===== config.mk =====
export PLATFORM = sky130hd
export DESIGN_NAME = voice_allocator_lru_steal
export DESIGN_NICKNAME = d
export VERILOG_FILES = /design/src/rtl/core/vals_pkg.sv /design/src/rtl/core/vals_store.sv /design/src/rtl/core/voice_allocator_lru_steal.sv
export SDC_FILE = /design/constraint.sdc
export NUM_CORES = 1
export LEC_CHECK = 0
export BUFFER_PORTS_ARGS = -buffer_cell sky130_fd_sc_hd__buf_2
export CAP_MARGIN = 40
export CORE_UTILIZATION = 59
export CTS_CLUSTER_SIZE = 14
export DETAILED_ROUTE_END_ITERATION = 6
export PLACE_DENSITY_LB_ADDON = 0.05
export SYNTH_ARGS = -nofsm -noshare
export SYNTH_HDL_FRONTEND = slang
export SYNTH_SLANG_ARGS = --single-unit

===== constraint.sdc =====
create_clock -name clk_i -period 5.4 [get_ports clk_i]
set_clock_uncertainty 0.1 [all_clocks]
set_input_delay 0 -clock clk_i [delete_from_list [all_inputs] [get_ports clk_i]]
set_output_delay 0 -clock clk_i [all_outputs]
set_load 0.1 [all_outputs]

===== src/rtl/core/vals_pkg.sv =====
// Shared types and constants of the voice allocator.
`default_nettype none

package vals_pkg;

  // Request kinds carried on the input tuser
  localparam logic [1:0] ACT_PLAY   = 2'd0;
  localparam logic [1:0] ACT_FINISH = 2'd1;
  localparam logic [1:0] ACT_STOP   = 2'd2;

  // Field widths fixed by the stream format
  localparam int unsigned SOUND_W  = 10;
  localparam int unsigned LEVEL_W  = 16;
  localparam int unsigned VOICE_W  = 3;
  localparam int unsigned COUNT_W  = 4;
  localparam int unsigned VOL_W    = 7;
  localparam int unsigned PITCH_W  = 8;
  localparam int unsigned IN_DW    = 48;
  localparam int unsigned OUT_DW   = 24;

  // Percent limits
  localparam logic signed [LEVEL_W-1:0] VOL_MIN   = 16'sd0;
  localparam logic signed [LEVEL_W-1:0] VOL_MAX   = 16'sd100;
  localparam logic signed [LEVEL_W-1:0] PITCH_MIN = 16'sd50;
  localparam logic signed [LEVEL_W-1:0] PITCH_MAX = 16'sd150;

  localparam logic [COUNT_W-1:0] COUNT_RESET = 4'd6;

  // Update commands from the sequencer to the voice store
  typedef struct packed {
    logic identity;  // restore identity priority order
    logic stop_all;  // clear every playing flag
    logic finish;    // clear one playing flag
    logic commit;    // move the selected position to the back and attach sound
  } store_cmd_t;

  // What the probe reports about the voice at the probed position
  typedef struct packed {
    logic playing;
    logic match;     // voice holds the requested sound
  } probe_t;

endpackage

`default_nettype wire


===== src/rtl/core/vals_store.sv =====
// Voice store: priority order, attached sounds and flags, with one probe port.
`default_nettype none

module vals_store #(
  parameter int unsigned MAX_VOICES = 8,
  parameter int unsigned SND_W      = 10,
  parameter int unsigned VW         = $clog2(MAX_VOICES),
  parameter int unsigned CW         = $clog2(MAX_VOICES + 1)
) (
  input  wire                     clk_i,
  input  wire                     rst_ni,
  input  vals_pkg::store_cmd_t    cmd_i,
  input  wire  [VW-1:0]           fin_voice_i,
  input  wire  [CW-1:0]           n_m1_i,
  input  wire  [VW-1:0]           sel_i,
  input  wire  [SND_W-1:0]        snd_i,
  output logic [VW-1:0]           probe_voice_o,
  output vals_pkg::probe_t        probe_o
);

  logic [VW-1:0]    order_q [MAX_VOICES];
  logic [VW-1:0]    order_d [MAX_VOICES];
  logic [SND_W-1:0] sound_q [MAX_VOICES];
  logic [MAX_VOICES-1:0] valid_q, playing_q;
  logic [VW-1:0]    chosen;

  // Probe the voice at the selected position
  assign chosen            = order_q[sel_i];
  assign probe_voice_o     = chosen;
  assign probe_o.playing   = playing_q[chosen];
  assign probe_o.match     = valid_q[chosen] && (sound_q[chosen] == snd_i);

  always_comb begin
    for (int v = 0; v < MAX_VOICES; v++) begin
      order_d[v] = order_q[v];
    end
    if (cmd_i.identity) begin
      for (int v = 0; v < MAX_VOICES; v++) begin
        order_d[v] = VW'(v);
      end
    end else if (cmd_i.commit) begin
      // Close the gap behind the selected position, then append it
      for (int v = 0; v < MAX_VOICES - 1; v++) begin
        if ((VW'(v) >= sel_i) && (CW'(v) < n_m1_i)) begin
          order_d[v] = order_q[v + 1];
        end
      end
      for (int v = 0; v < MAX_VOICES; v++) begin
        if (CW'(v) == n_m1_i) begin
          order_d[v] = chosen;
        end
      end
    end
  end

  always_ff @(posedge clk_i or negedge rst_ni) begin
    if (!rst_ni) begin
      for (int v = 0; v < MAX_VOICES; v++) begin
        order_q[v] <= VW'(v);
      end
      valid_q   <= '0;
      playing_q <= '0;
    end else begin
      for (int v = 0; v < MAX_VOICES; v++) begin
        order_q[v] <= order_d[v];
      end
      if (cmd_i.stop_all) begin
        playing_q <= '0;
      end else if (cmd_i.finish) begin
        playing_q[fin_voice_i] <= 1'b0;
      end else if (cmd_i.commit) begin
        playing_q[chosen] <= 1'b1;
      end
      if (cmd_i.commit) begin
        valid_q[chosen] <= 1'b1;
      end
    end
  end

  always_ff @(posedge clk_i) begin
    if (cmd_i.commit) begin
      sound_q[chosen] <= snd_i;
    end
  end

endmodule

`default_nettype wire


===== src/rtl/core/voice_allocator_lru_steal.sv =====
// Top level of the voice allocator with least-recently-used stealing.
`default_nettype none

// Channel   | Direction | Contents
// s_axis    | in        | tuser: action; tdata: sound_id, volume, pitch, finished_voice
// m_axis    | out       | tdata: voice, switch_sound, volume_pct, pitch_pct
// cfg       | in        | data: sources_in_use (write also restores identity order)
//
// A play request walks the priority positions of the n voices in use: the shared
// probe visits one priority position a cycle, first looking for an idle voice, then,
// if none is idle, for a voice holding the same sound, and then commits.
// Finished and stop transactions complete in their accept cycle.
// Reset restores six voices in use, identity order, nothing attached or playing.
// A stalled result holds the commit until the output register frees.
module voice_allocator_lru_steal #(
  parameter int unsigned MAX_VOICES    = 8,
  parameter int unsigned SOUND_ID_BITS = 10
) (
  input  wire         clk_i,
  input  wire         rst_ni,
  input  wire         s_axis_tvalid_i,
  output logic        s_axis_tready_o,
  // [9:0] sound_id, [25:10] volume, [41:26] pitch, [44:42] finished_voice, rest zero
  input  wire  [47:0] s_axis_tdata_i,
  // [1:0] action
  input  wire  [1:0]  s_axis_tuser_i,
  output logic        m_axis_tvalid_o,
  input  wire         m_axis_tready_i,
  // [2:0] voice, [3] switch_sound, [10:4] volume_pct, [18:11] pitch_pct, rest zero
  output logic [23:0] m_axis_tdata_o,
  input  wire         cfg_valid_i,
  output logic        cfg_ready_o,
  input  wire  [3:0]  cfg_data_i
);

  localparam int unsigned VW    = $clog2(MAX_VOICES);
  localparam int unsigned CW    = $clog2(MAX_VOICES + 1);
  localparam int unsigned SND_W = (SOUND_ID_BITS < vals_pkg::SOUND_W) ?
                                  SOUND_ID_BITS : vals_pkg::SOUND_W;

  localparam logic [1:0] ST_IDLE   = 2'd0;
  localparam logic [1:0] ST_FREE   = 2'd1;  // look for a voice that is not playing
  localparam logic [1:0] ST_SAME   = 2'd2;  // look for the last voice holding the sound
  localparam logic [1:0] ST_COMMIT = 2'd3;

  logic [1:0]  state_q, state_d;
  logic [3:0]  src_q;
  logic [VW-1:0] pos_q, pos_d, sel_q, sel_d;
  logic [SND_W-1:0] snd_q;
  logic [vals_pkg::VOL_W-1:0]   vol_q;
  logic [vals_pkg::PITCH_W-1:0] pitch_q;
  logic        out_valid_q;
  logic [23:0] out_data_q;

  logic [31:0] n32;
  logic [CW-1:0] n_m1;
  logic        last_pos, out_free, in_acc, cfg_acc;
  logic [VW-1:0] probe_idx, probe_voice;
  vals_pkg::probe_t     probe;
  vals_pkg::store_cmd_t cmd;

  logic signed [15:0] vol_in, pitch_in;
  logic [vals_pkg::VOL_W-1:0]   vol_clamped;
  logic [vals_pkg::PITCH_W-1:0] pitch_clamped;
  logic [2:0]  fin_in;
  logic        fin_ok;

  assign cfg_ready_o     = 1'b1;
  assign cfg_acc         = cfg_valid_i;
  assign s_axis_tready_o = (state_q == ST_IDLE);
  assign in_acc          = s_axis_tvalid_i && s_axis_tready_o;
  assign out_free        = !out_valid_q || m_axis_tready_i;
  assign m_axis_tvalid_o = out_valid_q;
  assign m_axis_tdata_o  = out_data_q;

  // Voices in use: a count of zero acts as one, oversize acts as the maximum
  always_comb begin
    n32 = 32'(src_q);
    if (n32 == 32'd0) begin
      n32 = 32'd1;
    end else if (n32 > 32'(MAX_VOICES)) begin
      n32 = 32'(MAX_VOICES);
    end
  end
  assign n_m1     = CW'(n32 - 32'd1);
  assign last_pos = (CW'(pos_q) == n_m1);

  // Clamp the levels on entry
  assign vol_in   = s_axis_tdata_i[25:10];
  assign pitch_in = s_axis_tdata_i[41:26];
  always_comb begin
    if (vol_in < vals_pkg::VOL_MIN) begin
      vol_clamped = '0;
    end else if (vol_in > vals_pkg::VOL_MAX) begin
      vol_clamped = vals_pkg::VOL_MAX[vals_pkg::VOL_W-1:0];
    end else begin
      vol_clamped = vol_in[vals_pkg::VOL_W-1:0];
    end
    if (pitch_in < vals_pkg::PITCH_MIN) begin
      pitch_clamped = vals_pkg::PITCH_MIN[vals_pkg::PITCH_W-1:0];
    end else if (pitch_in > vals_pkg::PITCH_MAX) begin
      pitch_clamped = vals_pkg::PITCH_MAX[vals_pkg::PITCH_W-1:0];
    end else begin
      pitch_clamped = pitch_in[vals_pkg::PITCH_W-1:0];
    end
  end

  // Ignore a finished voice beyond the last voice
  assign fin_in = s_axis_tdata_i[44:42];
  assign fin_ok = (32'(fin_in) < 32'(MAX_VOICES));

  assign probe_idx = (state_q == ST_COMMIT) ? sel_q : pos_q;

  // Sequencer: walk the priority order one position a cycle
  always_comb begin
    state_d      = state_q;
    pos_d        = pos_q;
    sel_d        = sel_q;
    cmd          = '0;
    cmd.identity = cfg_acc;
    case (state_q)
      ST_IDLE: begin
        if (in_acc) begin
          case (s_axis_tuser_i)
            vals_pkg::ACT_PLAY: begin
              state_d = ST_FREE;
              pos_d   = '0;
            end
            vals_pkg::ACT_FINISH: begin
              cmd.finish = fin_ok;
            end
            vals_pkg::ACT_STOP: begin
              cmd.stop_all = 1'b1;
            end
            default: begin
            end
          endcase
        end
      end
      ST_FREE: begin
        if (!probe.playing) begin
          sel_d   = pos_q;
          state_d = ST_COMMIT;
        end else if (last_pos) begin
          // Every voice busy: fall back to the head unless a sound match turns up
          sel_d   = '0;
          pos_d   = '0;
          state_d = ST_SAME;
        end else begin
          pos_d = pos_q + 1'b1;
        end
      end
      ST_SAME: begin
        if (probe.match) begin
          sel_d = pos_q;
        end
        if (last_pos) begin
          state_d = ST_COMMIT;
        end else begin
          pos_d = pos_q + 1'b1;
        end
      end
      ST_COMMIT: begin
        if (out_free) begin
          cmd.commit = 1'b1;
          state_d    = ST_IDLE;
        end
      end
      default: begin
        state_d = ST_IDLE;
      end
    endcase
  end

  always_ff @(posedge clk_i or negedge rst_ni) begin
    if (!rst_ni) begin
      state_q     <= ST_IDLE;
      src_q       <= vals_pkg::COUNT_RESET;
      out_valid_q <= 1'b0;
    end else begin
      state_q <= state_d;
      if (cfg_acc) begin
        src_q <= cfg_data_i;
      end
      if (cmd.commit) begin
        out_valid_q <= 1'b1;
      end else if (m_axis_tready_i) begin
        out_valid_q <= 1'b0;
      end
    end
  end

  always_ff @(posedge clk_i) begin
    pos_q <= pos_d;
    sel_q <= sel_d;
    if (in_acc) begin
      snd_q   <= SND_W'(s_axis_tdata_i[9:0]);
      vol_q   <= vol_clamped;
      pitch_q <= pitch_clamped;
    end
    if (cmd.commit) begin
      out_data_q <= {5'd0, pitch_q, vol_q, !probe.match, 3'(probe_voice)};
    end
  end

  vals_store #(
    .MAX_VOICES (MAX_VOICES),
    .SND_W      (SND_W),
    .VW         (VW),
    .CW         (CW)
  ) u_store (
    .clk_i         (clk_i),
    .rst_ni        (rst_ni),
    .cmd_i         (cmd),
    .fin_voice_i   (VW'(fin_in)),
    .n_m1_i        (n_m1),
    .sel_i         (probe_idx),
    .snd_i         (snd_q),
    .probe_voice_o (probe_voice),
    .probe_o       (probe)
  );

endmodule

`default_nettype wire

==> results.json <==
{
  "synth.most_common_cell": "edfxtp_1",
  "cpMaxStageDelayCell": "mux2i_4",
  "wl_per_cell_um": 19.11,
  "finalCriticalPeriod_ns": 4.903,
  "tns_ns": 0,
  "n_fill_cell": 903,
  "cts_repair_resize_count": 0,
  "dpl_cell_area_mm2": 0.008656,
  "initial_core_util": 0.6068,
  "cap_violations": 0,
  "drtIter0Drc": 629,
  "net-switching-power_mw": 3.010,
  "drive_above_1_share": 0.2185,
  "areaGrowthSynthToFinish_pct": 21.66,
  "die_h_um": 118.7,
  "clock_path_buffers": 2,
  "cts.clk_slew.worst_paths_ns": 0.06,
  "synth_area_mm2": 0.008035,
  "synthSimpleGateAreaFrac": 0.1196,
  "p_int_mw": 3.657,
  "yosys-top-cells-count": "edfxtp_1 (130), nand2_1 (83), nor2_1 (55)",
  "rsz0062_at_grt": "no",
  "synth_warnings": 0,
  "nets": 866,
  "async_reset_ff_frac": 0.2655,
  "critPathBufInv": 1,
  "crit_type": "reg -> reg",
  "total_power_mw": 6.667,
  "syn_avg_cell_area_um2": 12.44,
  "fmax_mhz": 204.0,
  "die_w_um": 118.7,
  "clock_power_share": 0.168,
  "synth_top_area_frac": 0.4858,
  "finalInstanceArea_mm2": 0.009776,
  "grt_pass1_wl_um": 30360,
  "synth_compound_area_frac": 0.1278,
  "totalWireLength_um": 18840,
  "p_leak_nw": 3.842,
  "wl_met3_um": 969,
  "cp.required_ns": 5.43,
  "grt_start_max_net_pins": 32,
  "htree_levels": 4,
  "synth_top_family_by_area": "compound AO/OA/AOI/OAI gates",
  "synthMuxAreaShare": 0.05543,
  "viasPerCell": 5.962,
  "dp_hpwl_um": 11760,
  "synth.area.top_cells": "edfxtp_1 (49%), dfrtp_1 (10%), dfstp_2 (4.6%)",
  "hold_viol_final": 0,
  "synth_area_leader_cell": "edfxtp_1",
  "rows": 42,
  "synth_edf_count": 130,
  "worstPathCellList": "ha_1, mux2i_4, mux2i_1, a22oi_1, nand2_1, inv_2, nor2_1, a32o_1, a221oi_1, xnor2_1, o2111ai_1, or4_4, a21oi_2",
  "grtUsageTotal": 0.2877,
  "crit_family": "compound AO/OA/AOI/OAI gates",
  "synth-seq-cells": 177,
  "setup_viol": 0,
  "cp_max_fo": 31,
  "cts_sinks": 177,
  "grt-ovfl-total": 0,
  "power_frac_seq": 0.315,
  "pwr_density_cell_mw_per_mm2": 682.0,
  "clockRootBuffer": "clkbuf_16",
  "min_period_over_period": 0.9079,
  "drc": 0,
  "peakVddDrop_mv": 0.5402,
  "routedLengthMet1_um": 7414,
  "num_vias": 5879,
  "numCtsBuffers": 17,
  "dr.max_layer_used": "met4",
  "hold_slack_ns": 0.03133,
  "finalWeightedCongestion": 0.8669,
  "ys_seq_area_frac": 0.6344,
  "die_area_mm2": 0.01409,
  "worstSetupStartpointType": "register",
  "synth_fa_ha_area_frac": 0.01557,
  "drv_slew": 0,
  "first_global_vias": 6041,
  "first_pass_iters": 5,
  "coreArea_mm2": 0.01324,
  "wl_met2_um": 9977,
  "ios": 86,
  "tightest_slew_ns": 0.8294,
  "synth_ff_type": "edfxtp_1",
  "cp.depth": 13,
  "antenna_found_initial": 0,
  "cpPeakStageDelay_ns": 0.66,
  "critPathArrivalTime_ns": 4.93,
  "ys_types": 65,
  "slew_headroom": 0.4428,
  "ant_nets": 0,
  "status": "finished clean",
  "end_kind": "register",
  "rr_worst_depth": 13,
  "hp-class": "in -> async",
  "synth-xor-area-share": 0.01417,
  "syn_inst": 646,
  "cts_tree": "built",
  "pwr-share-comb": 0.517,
  "antenna_cells": 0,
  "place.port_buffers": 76,
  "clk_latency_ns": 0.43,
  "p_sw_frac": 0.4515
}
==> final cells by class <==
| type | count | area (µm²) | area share |
|---|---|---|---|
| repair buffers | 155 | 1156 | 0.1183 |
| inverters | 18 | 70.07 | 0.007168 |
| flip-flops and latches | 177 | 5097 | 0.5214 |
| clock buffers | 19 | 432.9 | 0.04429 |
| multi-input cells | 428 | 2695 | 0.2757 |
| clock inverters | 13 | 103.9 | 0.01062 |
| well taps | 176 | 220.2 | 0.02253 |
==> placed cells by master (no fill, tap or decap), types with 5 or more instances in the layout <==
master | netlist | final
a211oi_1 | 7 | 7
a21oi_1 | 34 | 34
a22o_1 | 6 | 6
a22oi_1 | 9 | 9
a32oi_1 | 11 | 11
and2_1 | 7 | 7
and3_1 | 6 | 6
buf_2 | 6 | 78
buf_4 | 8 | 17
clkbuf_16 | 0 | 17
conb_1 | 2 | 6
dfrtp_1 | 33 | 33
dfstp_2 | 14 | 14
dlygate4sd3_1 | 0 | 55
edfxtp_1 | 130 | 130
ha_1 | 10 | 10
inv_1 | 15 | 15
mux2_2 | 9 | 9
mux2i_1 | 31 | 31
nand2_1 | 83 | 83
nand2b_1 | 12 | 12
nand3_1 | 8 | 8
nor2_1 | 55 | 55
nor3_1 | 10 | 10
o21ai_0 | 24 | 24
o221ai_1 | 6 | 6
o31ai_1 | 6 | 6
or2_2 | 10 | 10
xnor2_1 | 8 | 8
xor2_1 | 5 | 5
==> flip-flops by register name, indices dropped and copies added (netlist names), 4 cells and up <==
name	cells
m_axis_tdata_o	19
pitch_q	8
snd_q	10
src_q	4
u_store.order_q	24
u_store.playing_q	8
u_store.sound_q	80
u_store.valid_q	8
vol_q	7
==> per-stage QoR <==
stage | util | setup WS (ns) | instances
floorplan | - | 1.625 | 650
global placement | 0.6487 | 0.6563 | 892
detailed placement | 0.6536 | 0.5519 | 896
CTS | 0.7350 | 0.5147 | 982
global route | 0.7382 | 0.1843 | 986
finish | 0.7382 | 0.4972 | 986
==> final timing paths <==
| check | start | slack, ns | end |
|---|---|---|---|
| setup / recovery | state_q[0]$_DFFE_PN0P_ | 0.50 | sel_q[0]$_DFFE_PP_ |
| hold / removal | rst_ni | 0.03 | m_axis_tvalid_o$_DFFE_PN0P_ |
| setup reg to reg | state_q[0]$_DFFE_PN0P_ | 0.50 | sel_q[0]$_DFFE_PP_ |
| hold reg to reg | vol_q[6]$_SDFFCE_PP0P_ | 0.32 | m_axis_tdata_o[10]$_DFFE_PP_ |
| max in group asynchronous | rst_ni | 4.55 | u_store.order_q[6]$_DFFE_PN1P_ |
| min in group clk_i | cfg_valid_i | 0.08 | u_store.order_q[0]$_DFFE_PN1P_ |
==> logic make-up after synthesis <==
| logic type | count (synthesis) |
|---|---|
| simple gates | 211 |
| other cells | 2 |
| compound gates | 146 |
| buf+inv | 45 |
| mux | 42 |
| xor+xnor | 13 |
| fa+ha+maj | 10 |
| flops | 177 |
==> power by group through the flow <==
stage	clock [mW]	combinational (mW)	sequential, mW
5_1_grt	1.19	3.72	2.14
2_1_floorplan	0	2.29	2.35
3_5_place_dp	0	3.33	2.12
3_3_place_gp	0	3.23	2.10
6_report	1.12	3.45	2.10
4_1_cts	1.14	3.40	2.10
==> routing by layer <==
layer	up-vias	global-route usage
li1	2691	-
met1	2923	0.3368
met2	226	0.5073
met3	39	0.06853
met4	0	0.1171
met5	-	0
==> what timing repair did <==
| item | in CTS | in global routing |
|---|---|---|
| hold endpoints to repair | 78 | 1 |
| hold buffers | 54 | 1 |
| buffers inserted | 0 | 0 |
(Power assumes the default switching activity.)
